--- src/hw/rtl/cfifo_ow_pkg.sv ---
// Shared types and constants for the circular FIFO with overwrite.
`default_nettype none

package cfifo_ow_pkg;

  // Default geometry
  localparam int DEPTH_DEF        = 256;
  localparam int ELEMENT_BITS_DEF = 8;

  // Port field widths
  localparam int OP_W     = 3;
  localparam int FIELD_W  = 8;
  localparam int STATUS_W = 2;

  // Operation codes
  typedef enum logic [OP_W-1:0] {
    OP_PUSH  = 3'd0,
    OP_POP   = 3'd1,
    OP_PEEK  = 3'd2,
    OP_SKIP  = 3'd3,
    OP_SET_W = 3'd4,
    OP_SET_R = 3'd5
  } op_t;

  // Result status codes
  typedef enum logic [STATUS_W-1:0] {
    ST_DONE   = 2'd0,
    ST_REJECT = 2'd1,
    ST_DROP   = 2'd2
  } status_t;

endpackage

`default_nettype wire

--- src/hw/rtl/cfifo_ow_ram.sv ---
// Generic single-write, single-read RAM with registered read data.
`default_nettype none

module cfifo_ow_ram #(
  parameter int WIDTH = 8,
  parameter int DEPTH = 256
) (
  input  wire logic                     clk,
  input  wire logic                     we,
  input  wire logic [$clog2(DEPTH)-1:0] waddr,
  input  wire logic [WIDTH-1:0]         wdata,
  input  wire logic                     re,
  input  wire logic [$clog2(DEPTH)-1:0] raddr,
  output logic      [WIDTH-1:0]         rdata
);

  logic [WIDTH-1:0] mem [DEPTH];

  // Write port
  always_ff @(posedge clk) begin
    if (we) begin
      mem[waddr] <= wdata;
    end
  end

  // Registered read port, holds when not enabled
  always_ff @(posedge clk) begin
    if (re) begin
      rdata <= mem[raddr];
    end
  end

endmodule

`default_nettype wire

--- src/hw/rtl/circular_fifo_with_overwrite_unit.sv ---
// Circular FIFO with overwrite: top level, operation decode, index state and result stage.
//
// Usage:
//   The input channel (in_valid/in_ready) carries one operation per transfer:
//   push, pop, peek at an offset, skip, set write index or set read index.
//   The result channel (out_valid/out_ready) returns exactly one result per
//   operation: read data, status, fill count, overflow flag and both indexes.
//   cfg_we/cfg_wdata write the overwrite enable; write it only while idle.
//   A result is valid the cycle after its transfer.
//   Throughput is one operation per cycle unless the receiver stalls; the
//   element store is a RAM with one write and one registered read port, and
//   index updates finish in the cycle of the transfer, so back-to-back
//   operations see current state. When the receiver stalls, the result is
//   held and in_ready drops until it is taken; a new operation is accepted
//   in the same cycle the held result transfers.
//   Reset clears both indexes, the overflow flag and the overwrite enable.
//   Store contents are not cleared; set write index can expose unwritten entries.
//   The FIFO keeps one slot free and holds at most DEPTH-1 elements.
`default_nettype none

module circular_fifo_with_overwrite_unit
  import cfifo_ow_pkg::*;
#(
  parameter int DEPTH        = DEPTH_DEF,
  parameter int ELEMENT_BITS = ELEMENT_BITS_DEF
) (
  input  wire logic                clk,
  input  wire logic                rst_n,
  // configuration
  input  wire logic                cfg_we,
  input  wire logic                cfg_wdata,
  // operation channel
  input  wire logic                in_valid,
  output logic                     in_ready,
  input  wire logic [OP_W-1:0]     in_op,
  input  wire logic [FIELD_W-1:0]  in_data_in,
  input  wire logic [FIELD_W-1:0]  in_amount,
  // result channel
  output logic                     out_valid,
  input  wire logic                out_ready,
  output logic [FIELD_W-1:0]       out_data_out,
  output logic [STATUS_W-1:0]      out_status,
  output logic [FIELD_W-1:0]       out_fill_count,
  output logic                     out_overflowed,
  output logic [FIELD_W-1:0]       out_write_index,
  output logic [FIELD_W-1:0]       out_read_index
);

  localparam int IDX_W  = $clog2(DEPTH);
  localparam int AW     = ((IDX_W > FIELD_W) ? IDX_W : FIELD_W) + 1;
  localparam int DW     = (ELEMENT_BITS > FIELD_W) ? ELEMENT_BITS : FIELD_W;
  localparam int AMT_N  = 1 << FIELD_W;
  localparam logic [AW-1:0] DEPTH_A = AW'(DEPTH);
  localparam logic [AW-1:0] CAP_A   = AW'(DEPTH - 1);

  // Modular helpers; operands are below DEPTH
  function automatic logic [AW-1:0] wrap_add(input logic [AW-1:0] a, input logic [AW-1:0] b);
    logic [AW-1:0] s;
    s = a + b;
    if (s >= DEPTH_A) begin
      s = s - DEPTH_A;
    end
    return s;
  endfunction

  function automatic logic [AW-1:0] wrap_sub(input logic [AW-1:0] a, input logic [AW-1:0] b);
    logic [AW-1:0] d;
    if (a >= b) begin
      d = a - b;
    end else begin
      d = a + DEPTH_A - b;
    end
    return d;
  endfunction

  // State
  logic [IDX_W-1:0] head_r, head_nxt;
  logic [IDX_W-1:0] tail_r, tail_nxt;
  logic             flag_r, flag_nxt;
  logic             ovw_r;
  logic             out_valid_r;
  status_t          status_r, status_nxt;
  logic             rd_sel_r, rd_sel_nxt;

  // Decode and datapath signals
  logic             in_fire;
  op_t              op;
  logic [AW-1:0]    head_a, tail_a, amt_a, count_a;
  logic [AW-1:0]    head_inc, set_idx_a, len_a;
  logic [IDX_W-1:0] mod_tbl [AMT_N];
  logic [IDX_W-1:0] set_idx;
  logic             ram_we_c, ram_re_c;
  logic [IDX_W-1:0] ram_raddr;
  logic [DW-1:0]    din_ext, rd_ext;
  logic [ELEMENT_BITS-1:0] ram_rdata;

  // amount mod DEPTH, precomputed constant table
  for (genvar g = 0; g < AMT_N; g++) begin : g_mod
    assign mod_tbl[g] = IDX_W'(g % DEPTH);
  end

  assign in_ready = !out_valid_r || out_ready;
  assign in_fire  = in_valid && in_ready;
  assign op       = op_t'(in_op);

  assign head_a    = AW'(head_r);
  assign tail_a    = AW'(tail_r);
  assign amt_a     = AW'(in_amount);
  assign count_a   = wrap_sub(head_a, tail_a);
  assign head_inc  = wrap_add(head_a, AW'(1));
  assign set_idx   = mod_tbl[in_amount];
  assign set_idx_a = AW'(set_idx);
  assign din_ext   = DW'(in_data_in);

  // Operation decode
  always_comb begin
    head_nxt   = head_r;
    tail_nxt   = tail_r;
    flag_nxt   = flag_r;
    status_nxt = ST_DONE;
    rd_sel_nxt = 1'b0;
    ram_we_c   = 1'b0;
    ram_re_c   = 1'b0;
    ram_raddr  = tail_r;
    len_a      = '0;
    unique case (op)
      OP_PUSH: begin
        if (count_a < CAP_A) begin
          ram_we_c = 1'b1;
          head_nxt = head_inc[IDX_W-1:0];
        end else if (ovw_r) begin
          // full: drop the oldest element
          ram_we_c = 1'b1;
          head_nxt = head_inc[IDX_W-1:0];
          tail_nxt = IDX_W'(wrap_add(head_inc, AW'(1)));
          flag_nxt = 1'b1;
        end else begin
          status_nxt = ST_DROP;
        end
      end
      OP_POP: begin
        if (count_a == '0) begin
          status_nxt = ST_REJECT;
        end else begin
          ram_re_c   = 1'b1;
          rd_sel_nxt = 1'b1;
          tail_nxt   = IDX_W'(wrap_add(tail_a, AW'(1)));
        end
        flag_nxt = 1'b0;
      end
      OP_PEEK: begin
        if (amt_a >= count_a) begin
          status_nxt = ST_REJECT;
        end else begin
          ram_re_c   = 1'b1;
          rd_sel_nxt = 1'b1;
          ram_raddr  = IDX_W'(wrap_add(tail_a, amt_a));
        end
      end
      OP_SKIP: begin
        if (amt_a > count_a) begin
          status_nxt = ST_REJECT;
        end else begin
          tail_nxt = IDX_W'(wrap_add(tail_a, amt_a));
        end
      end
      OP_SET_W: begin
        // outside writer moved past free space: oldest data lost
        len_a = wrap_sub(set_idx_a, head_a);
        if ((CAP_A - count_a) < len_a) begin
          flag_nxt = 1'b1;
          tail_nxt = IDX_W'(wrap_add(set_idx_a, AW'(1)));
        end
        head_nxt = set_idx;
      end
      OP_SET_R: begin
        len_a = wrap_sub(set_idx_a, tail_a);
        if (count_a < len_a) begin
          status_nxt = ST_REJECT;
        end else begin
          tail_nxt = set_idx;
        end
      end
      default: begin
        status_nxt = ST_REJECT;
      end
    endcase
  end

  // Element store
  cfifo_ow_ram #(
    .WIDTH (ELEMENT_BITS),
    .DEPTH (DEPTH)
  ) u_store (
    .clk   (clk),
    .we    (in_fire && ram_we_c),
    .waddr (head_r),
    .wdata (din_ext[ELEMENT_BITS-1:0]),
    .re    (in_fire && ram_re_c),
    .raddr (ram_raddr),
    .rdata (ram_rdata)
  );

  // Configuration register
  always_ff @(posedge clk) begin
    if (!rst_n) begin
      ovw_r <= 1'b0;
    end else if (cfg_we) begin
      ovw_r <= cfg_wdata;
    end
  end

  // Index state and flag, updated on each input transfer
  always_ff @(posedge clk) begin
    if (!rst_n) begin
      head_r <= '0;
      tail_r <= '0;
      flag_r <= 1'b0;
    end else if (in_fire) begin
      head_r <= head_nxt;
      tail_r <= tail_nxt;
      flag_r <= flag_nxt;
    end
  end

  // Result stage
  always_ff @(posedge clk) begin
    if (!rst_n) begin
      out_valid_r <= 1'b0;
      rd_sel_r    <= 1'b0;
    end else if (in_ready) begin
      out_valid_r <= in_valid;
      if (in_valid) begin
        rd_sel_r <= rd_sel_nxt;
      end
    end
  end

  always_ff @(posedge clk) begin
    if (in_fire) begin
      status_r <= status_nxt;
    end
  end

  // State registers only change on a transfer, which retires the held
  // result, so they always match the result on the port.
  assign rd_ext          = DW'(ram_rdata);
  assign out_valid       = out_valid_r;
  assign out_data_out    = rd_sel_r ? rd_ext[FIELD_W-1:0] : '0;
  assign out_status      = status_r;
  assign out_fill_count  = count_a[FIELD_W-1:0];
  assign out_overflowed  = flag_r;
  assign out_write_index = head_a[FIELD_W-1:0];
  assign out_read_index  = tail_a[FIELD_W-1:0];

endmodule

`default_nettype wire
--- config.mk ---
export PLATFORM = sky130hd
export DESIGN_NAME = circular_fifo_with_overwrite_unit
export DESIGN_NICKNAME = d
export VERILOG_FILES = /design/src/hw/rtl/cfifo_ow_pkg.sv /design/src/hw/rtl/cfifo_ow_ram.sv /design/src/hw/rtl/circular_fifo_with_overwrite_unit.sv
export SDC_FILE = /design/constraint.sdc
export NUM_CORES = 2
export LEC_CHECK = 0
export BUFFER_PORTS_ARGS = -buffer_cell sky130_fd_sc_hd__buf_2
export CORE_UTILIZATION = 35
export CTS_CLUSTER_DIAMETER = 100
export DETAILED_ROUTE_END_ITERATION = 8
export HOLD_SLACK_MARGIN = 0.15
export PLACE_DENSITY_LB_ADDON = 0.08
export RECOVER_POWER = 25
export SLEW_MARGIN = 15
export SYNTH_ARGS = -nofsm -noshare
export SYNTH_HDL_FRONTEND = slang
export SYNTH_SLANG_ARGS = --single-unit
--- constraint.sdc ---
create_clock -name clk -period 4.95 [get_ports clk]
set_input_delay 0.495 -clock clk [delete_from_list [all_inputs] [get_ports clk]]
set_output_delay 0.495 -clock clk [all_outputs]
set_load 0.02 [all_outputs]
# After elaboration in Yosys (flattened, before gate mapping)
# Memory sizes are Yosys's and may differ from the RTL's. A register that Yosys moved wholly into a read port is not among the register bits.
# Cells that the tools add are included.
dict set report op_classes {
  reduce_logical 14
  n_bitwise 1
  order_cmp 14
  add_sub_neg 19
  mux 44
  n_eq_ne 12
}
# op n
set op_table {}
lappend op_table {{two-way mux 8 bit} 17}
lappend op_table {{>= comparator 9 bit (second input constant)} 6}
lappend op_table {{two-way mux 9 bit} 6}
lappend op_table {{case mux 8 bit (5 select lines)} 1}
lappend op_table {{subtractor 8 x 1 -> 8 bit (second input constant)} 4}
lappend op_table {{adder 8 x 1 -> 9 bit (second input constant)} 3}
lappend op_table {{subtractor 8 x 8 -> 9 bit} 3}
lappend op_table {{subtractor 9 x 8 -> 9 bit} 3}
lappend op_table {{>= comparator 8 bit} 3}
lappend op_table {{adder 8 x 9 -> 9 bit (second input constant)} 2}
lappend op_table {{< comparator 9 bit} 2}
lappend op_table {{case mux 8 bit (2 select lines)} 1}
lappend op_table {{two-way mux 1 bit} 14}
lappend op_table {{!= test 2 bit (second input constant)} 6}
lappend op_table {{case mux 2 bit (6 select lines)} 1}
lappend op_table {{adder 8 x 8 -> 9 bit} 1}
lappend op_table {{adder 9 x 1 -> 9 bit (second input constant)} 1}
lappend op_table {{>= comparator 8 x 9 -> 1 bit} 1}
lappend op_table {{greater-than comparator 8 x 9 -> 1 bit} 1}
lappend op_table {{logical NOT 9 bit} 1}
lappend op_table {{< comparator 9 x 8 -> 1 bit (second input constant)} 1}
lappend op_table {{inverter 8 -> 9 bit} 1}
lappend op_table {{subtractor 8 x 9 -> 9 bit (first input constant)} 1}
lappend op_table {{subtractor 9 bit (second input constant)} 1}
lappend op_table {{other kinds (18)} 23}
dict set report totals {
  inputBits 25
  regBits 22
  ramBits 2048
  rom_bits 2048
  wordCells 113
  n_memories 2
  output_inout_bits 37
}
# memory words word_bits read_ports rd_clocked_by_memory_dff write_ports line_no
set mem_list {}
lappend mem_list {{(no name shown)} 256 8 1 0 0 circular_fifo_with_overwrite_unit.sv:111} ;# assign set_idx = mod_tbl[in_amount];
lappend mem_list {u_store.mem 256 8 1 1 1 cfifo_ow_ram.sv:17} ;# logic [WIDTH-1:0] mem [DEPTH];

# Longest topological paths before layout
dict set report depth {
  word_depth 11
  ltp_mapped 28
  depth_no_buf 23
}

# By module
# Synthesis repeated with hierarchy kept, for this count alone.
dict set report unflattened {
  cells_unflattened 4243
  area_unflattened_um2 83450.0
}
# module area_each_um2 seq_area_each_um2 cells_per_inst instances
set modules_own_cells {}
lappend modules_own_cells {cfifo_ow_ram 79636.4 61739.2 3733 1}
lappend modules_own_cells {circular_fifo_with_overwrite_unit 3813.7 460.4 510 1}

# Least setup slack after synthesis
# OpenSTA, ideal clock, no wires.
dict set report synth_path {
  path_type {flip-flop to flip-flop}
  from {reg tail_r[1], in the netlist out_read_index[1]}
  to {reg u_store.rdata[3] (read register of u_store.mem), data pin}
  arrival_ps 5216
  stages_incl_launch_ff 23
  synth_period_minus_slack_ps 5484
  setup_time_ps 269
  t_required_ps 4681
  path_buffers 3
  path_slack_ps -534
  path_cell_list {dfxtp_1 -> inv_1 -> fa_1 -> nand3_1 -> nand2_1 -> a21o_1 -> a21o_1 -> xor2_1 -> inv_1 -> ha_1 -> a22oi_1 -> o211ai_1 -> o22ai_1 -> nand3_1 -> nand3_4 -> mux2i_2 -> buf_4 -> clkbuf_1 -> buf_1 -> nand3_1 -> a31o_2 -> nor4_1 -> nor4_2}
}
dict set report synth_via {
  elab_chain_len 6
  word_cells_on_any_way 16
  classes_between {add/sub: 4; order compare: 3; mux: 7; reduce/logical: 2}
}
# element line_no
set synth_rtl {}
lappend synth_rtl {{start: declaration} circular_fifo_with_overwrite_unit.sv:78} ;# logic [IDX_W-1:0] tail_r, tail_nxt;
lappend synth_rtl {{start signal: assignment} circular_fifo_with_overwrite_unit.sv:221} ;# tail_r <= tail_nxt;
lappend synth_rtl {{subtractor 9 x 8 -> 9 bit, or another cell as far along} circular_fifo_with_overwrite_unit.sv:71} ;# d = a + DEPTH_A - b;
lappend synth_rtl {{two-way mux 9 bit *} circular_fifo_with_overwrite_unit.sv:68} ;# if (a >= b) begin
lappend synth_rtl {{net out_fill_count[6]} circular_fifo_with_overwrite_unit.sv:43} ;# output logic [FIELD_W-1:0] out_fill_count,
lappend synth_rtl {{>= comparator 8 x 9 -> 1 bit / logical NOT 9 bit (equally long branches)} {circular_fifo_with_overwrite_unit.sv:152, circular_fifo_with_overwrite_unit.sv:142}}
lappend synth_rtl {{two-way mux 1 bit, on equally long branches} {circular_fifo_with_overwrite_unit.sv:152, circular_fifo_with_overwrite_unit.sv:142}}
lappend synth_rtl {{case mux 1 bit (2 select lines)} circular_fifo_with_overwrite_unit.sv:126} ;# unique case (op)
lappend synth_rtl {{logical AND 1 bit} circular_fifo_with_overwrite_unit.sv:199} ;# .re (in_fire && ram_re_c),
lappend synth_rtl {{end: declaration} cfifo_ow_ram.sv:14} ;# output logic [WIDTH-1:0] rdata
# The timed path passes the listed nets; every way through them passes the cells marked *.
# A chain may end at the register's enable or synchronous reset.

# Worst setup path in the final report
dict set report layout_path {
  from {reg tail_r[1], in the netlist out_read_index[1]}
  to {reg u_store.rdata[1] (read register of u_store.mem), data pin}
}
dict set report layout_via {
  elab_chain_len 6
  word_cells_on_any_way 16
  classes_between {add/sub: 4; order compare: 3; mux: 7; reduce/logical: 2}
}
# element line_no
set layout_rtl {}
lappend layout_rtl {{subtractor 9 x 8 -> 9 bit, or another cell as far along} circular_fifo_with_overwrite_unit.sv:71}
lappend layout_rtl {{two-way mux 9 bit} circular_fifo_with_overwrite_unit.sv:68}
lappend layout_rtl {{>= comparator 8 x 9 -> 1 bit / logical NOT 9 bit (equally long branches)} {circular_fifo_with_overwrite_unit.sv:152, circular_fifo_with_overwrite_unit.sv:142}}
lappend layout_rtl {{two-way mux 1 bit, on equally long branches} {circular_fifo_with_overwrite_unit.sv:152, circular_fifo_with_overwrite_unit.sv:142}}
lappend layout_rtl {{case mux 1 bit (2 select lines)} circular_fifo_with_overwrite_unit.sv:126}
lappend layout_rtl {{logical AND 1 bit} circular_fifo_with_overwrite_unit.sv:199}
# Parallel ways exist; a longest one is shown, timed or not.

==> metrics.md <==
| Metric | Value |
|---|---|
| Status | `finished with violations` |
| Violated checks | `capacitance limit, slew limit, setup timing` |
| Power Total | `roughly 51000 uW` |
| FMAX | `~180 MHz` |
| Syn Nets | `around 6300` |
| Worst slew pin tran | `about 4.8 ns` |
| Core area | `~240000 um^2` |
| Worst setup startpoint | `out_read_index[1]$_SDFFE_PN0P_` |
| Final non-filler cell area | `between 100000 and 150000 um^2` |
| Buffers and inverters on the worst path | `8` |
| Slew Viols, Final | `~1100` |
| Post-DP HPWL | `~190000 um` |
| Yosys top cell area share | `73.0%` |
| First-pass detailed-route iteration total | `6` |
| EDFF count, synth | `2058` |
| # H-tree levels | `4` |
| Via density | `roughly 5.4` |
| Largest area contributor in the netlist | `edfxtp_1` |
| Sequential share of the synthesized area | `roughly three quarters` |
| PortBufs | `slightly above 60` |
| DP Worst Slack | `-1.21 ns` |
| CP peak stage delay | `approximately 0.36 ns` |
| Final TNS setup | `-11.18 ns` |
| Chip Height | `a little under 500 um` |
| Synth cell types | `77` |
| Worst reg-to-reg setup slack | `-0.55 ns` |
| RR Endpoint | `u_store.rdata[1]$_DFFE_PP_` |
| Post-DP Area | `95100 um^2` |
| Synth area leaders | `edfxtp_1, nand2_1, nand3_1, mux2i_1, a21oi_1` |
| HP Class | `input pin to register` |
| Max Cap Viol | `14` |
| Io pins | `between 60 and 70` |
| Most frequent cells in the layout | `edfxtp_1, nand2_1, buf_4` |
| Num CTS Buffers | `225` |
| Clk slew on worst S/H paths | `0.07 ns` |
| Setup Crit Path Kind | `register to register` |
| Worst reg2reg path startpoint | `out_read_index[1]$_SDFFE_PN0P_` |
| Starting density of the core | `a little over a third` |
| Final WS setup | `-0.549 ns` |
| WHS Path Cells | `5` |
| CP startpoint kind | `register` |
| Post-Syn Area per Cell | `~14 um^2` |
| Cell area after synthesis | `84700 um^2` |
| Synth Instances | `slightly above 6000` |
| Largest net degree at the start of global routing | `roughly 120` |
| DR iter-0 viols | `approximately 5900` |
| Avg WL per Cell | `~30 um` |
| Reg2Reg Depth | `28` |
| # DRC | `0` |
| GPL Wtd Cong | `0.871` |
| Clk_skew | `0.0738 ns` |
| Final setup violation count | `90` |
| Area delta synth->final | `26.4%` |
| Commonest non-fill, non-tap cell in the layout | `edfxtp_1` |
| Critical Path RT | `about 5.6 ns` |
| Grt total ovfl | `0` |
| Final net count | `slightly above 7000` |
| Synth warnings | `0` |
| Clock latency on the worst-skew pair | `0.92 ns` |
| Period utilization | `111%` |
| Flops & latches, synth | `around 2100` |
| Ys flop type | `edfxtp_1` |
| Tmin final | `about 5.5 ns` |
| Static leakage | `approximately 0.038 uW` |
| Fin. Hold Viols | `0` |
| Worst path depth | `28` |
| Antenna violations before repair | `11` |
| Die Wd | `slightly below 500 um` |
| Layout Utilization | `between 40% and 50%` |
| Critical Path End | `u_store.rdata[1]$_DFFE_PP_` |
| CP max-delay cell | `dfxtp_4` |
| CP delay by family, top | `simple AND/OR/NAND/NOR gates` |
| Die Footprint | `244000 um^2` |
| CTS root buf | `clkbuf_16` |
| CTS tree | `yes` |
| Crit Path Max Fanout | `8` |
| GRT Util Overall | `between 20% and 30%` |
| Via count | `57152` |
| Worst Setup End Kind | `register` |
| Deepest clock path buffer count | `3` |
| Share of post-route cells with drive strength above 1 | `between 20% and 30%` |
| Post-synth ARST share | `0%` |
| Most frequent CP cell | `buf_12` |
| Wirelength, routed | `308000 um` |
| Peak supply drop | `between 0.0004 and 0.0005 V` |
| First-pass GRT wire length | `around 430000 um` |
| ANT nets after route | `0` |
| Worst rel slew slack | `-218%` |
| Critical Path AT | `just over 6 ns` |
| Clock Sinks | `2078` |
| RSZ-0062 raised after global routing | `yes` |
| Cell Pwr Density | `between 400 and 500 nW/um^2` |
| Vias in the first global route | `55566` |
| Row cnt | `between 150 and 200` |
report_power, final:
part           switching [uW]  leakage (uW)  internal (uW)
logic                    8870        0.0162           6250
clock network            7230       0.00341           9090
registers                53.0        0.0187          19400
total                   16200        0.0383          34700
cells by family after synthesis:
family | after synthesis | synth area share [%]
adder cells (fa/ha/maj) | 64 | 0.981
XOR/XNOR | 32 | 0.331
AO/OA/AOI/OAI | 910 | 7.26
multiplexers | 218 | 2.60
buffers and inverters | 450 | 2.83
flip-flops | 2078 | 73.5
AND/OR/NAND/NOR | 2484 | 12.5
area by class of cell:
cell class,count,area (um^2)
sequential,2078,62200
clock buffer,287,5880
tap,3185,3990
antenna,2,5.00
timing repair buffer,1122,11400
fill,21755,134000
clock inverter,128,1190
multi-input combinational,3709,22200
inverter,45,174
Yosys cell counts, types with 4 or more instances:
cell type / n
a211oi_1: 5
a21boi_0: 5
a21o_1: 24
a21oi_1: 325
a221oi_1: 45
a222oi_1: 17
a22o_1: 11
a22oi_1: 95
a31o_2: 23
a31oi_1: 99
a32oi_1: 142
and2_1: 14
and3_1: 16
buf_1: 21
buf_2: 193
buf_4: 58
buf_6: 25
buf_8: 4
clkbuf_1: 103
dfxtp_1: 20
edfxtp_1: 2058
fa_1: 4
ha_1: 60
inv_1: 45
mux2i_1: 214
nand2_1: 1451
nand2b_1: 15
nand3_1: 481
nand4_1: 105
nor2_1: 302
nor2b_1: 11
nor3_1: 24
nor4_1: 33
o211ai_1: 5
o21a_1: 15
o21ai_0: 47
o221ai_1: 4
o22ai_1: 17
o311a_1: 5
o31a_1: 4
or3_1: 8
xnor2_1: 22
xor2_1: 10
tightest hold or removal path: stages:
cell and delay, ns:
buf_2 0.19, nand2_1 0.08, o21ai_0 0.07, mux2i_1 0.14, nor2b_1 0.06
flip-flops by register name, indices dropped and copies added, names as in the netlist:
register and count:
out_overflowed 1, out_valid 1, rd_sel_r 1, out_read_index 8, u_store.mem 2048, out_write_index 8, out_status 2, u_store.rdata 8
ovw_r 1
stage by stage:
step	cells	hold slack [ns]
floorplan	6236	0.492
global placement	9944	0.500
detailed placement	9944	0.503
CTS	10532	0.157
global route	10555	0.203
finish	10556	0.225
routing by layer:
layer	vias to the layer above	GRT usage (%)	part of all wire, %
met2	1855	39.9	47
li1	25376	-	-
met4	2	6.25	2.6
met1	29552	35.4	44
met5	-	0	0.0042
met3	367	3.48	6.1
what timing repair did:
action	4_1_cts	5_1_grt
cloned	34	2
resized for setup	360	94
hold buffers	15	0
endpoints found under the setup margin	8	9
endpoints found under the hold margin	232	0
setup buffers	135	25
pin swaps	122	53
how the worst min path moves through the flow:
| stage | from | endpoint | slack (ns) |
|---|---|---|---|
| after floorplan | ovw_r$_SDFFE_PN0P_ | ovw_r$_SDFFE_PN0P_ | 0.49 |
| after CTS | in_amount[2] | out_write_index[2]$_SDFFE_PN0P_ | 0.16 |
| after global placement | out_overflowed$_SDFFE_PN0P_ | out_overflowed$_SDFFE_PN0P_ | 0.50 |
| after detailed placement | out_overflowed$_SDFFE_PN0P_ | out_overflowed$_SDFFE_PN0P_ | 0.50 |
| final | in_amount[7] | out_write_index[7]$_SDFFE_PN0P_ | 0.22 |
| after global routing | in_op[0] | out_status[1]$_DFFE_PP_ | 0.20 |
No activity file was read; power rests on OpenSTA's default activity.
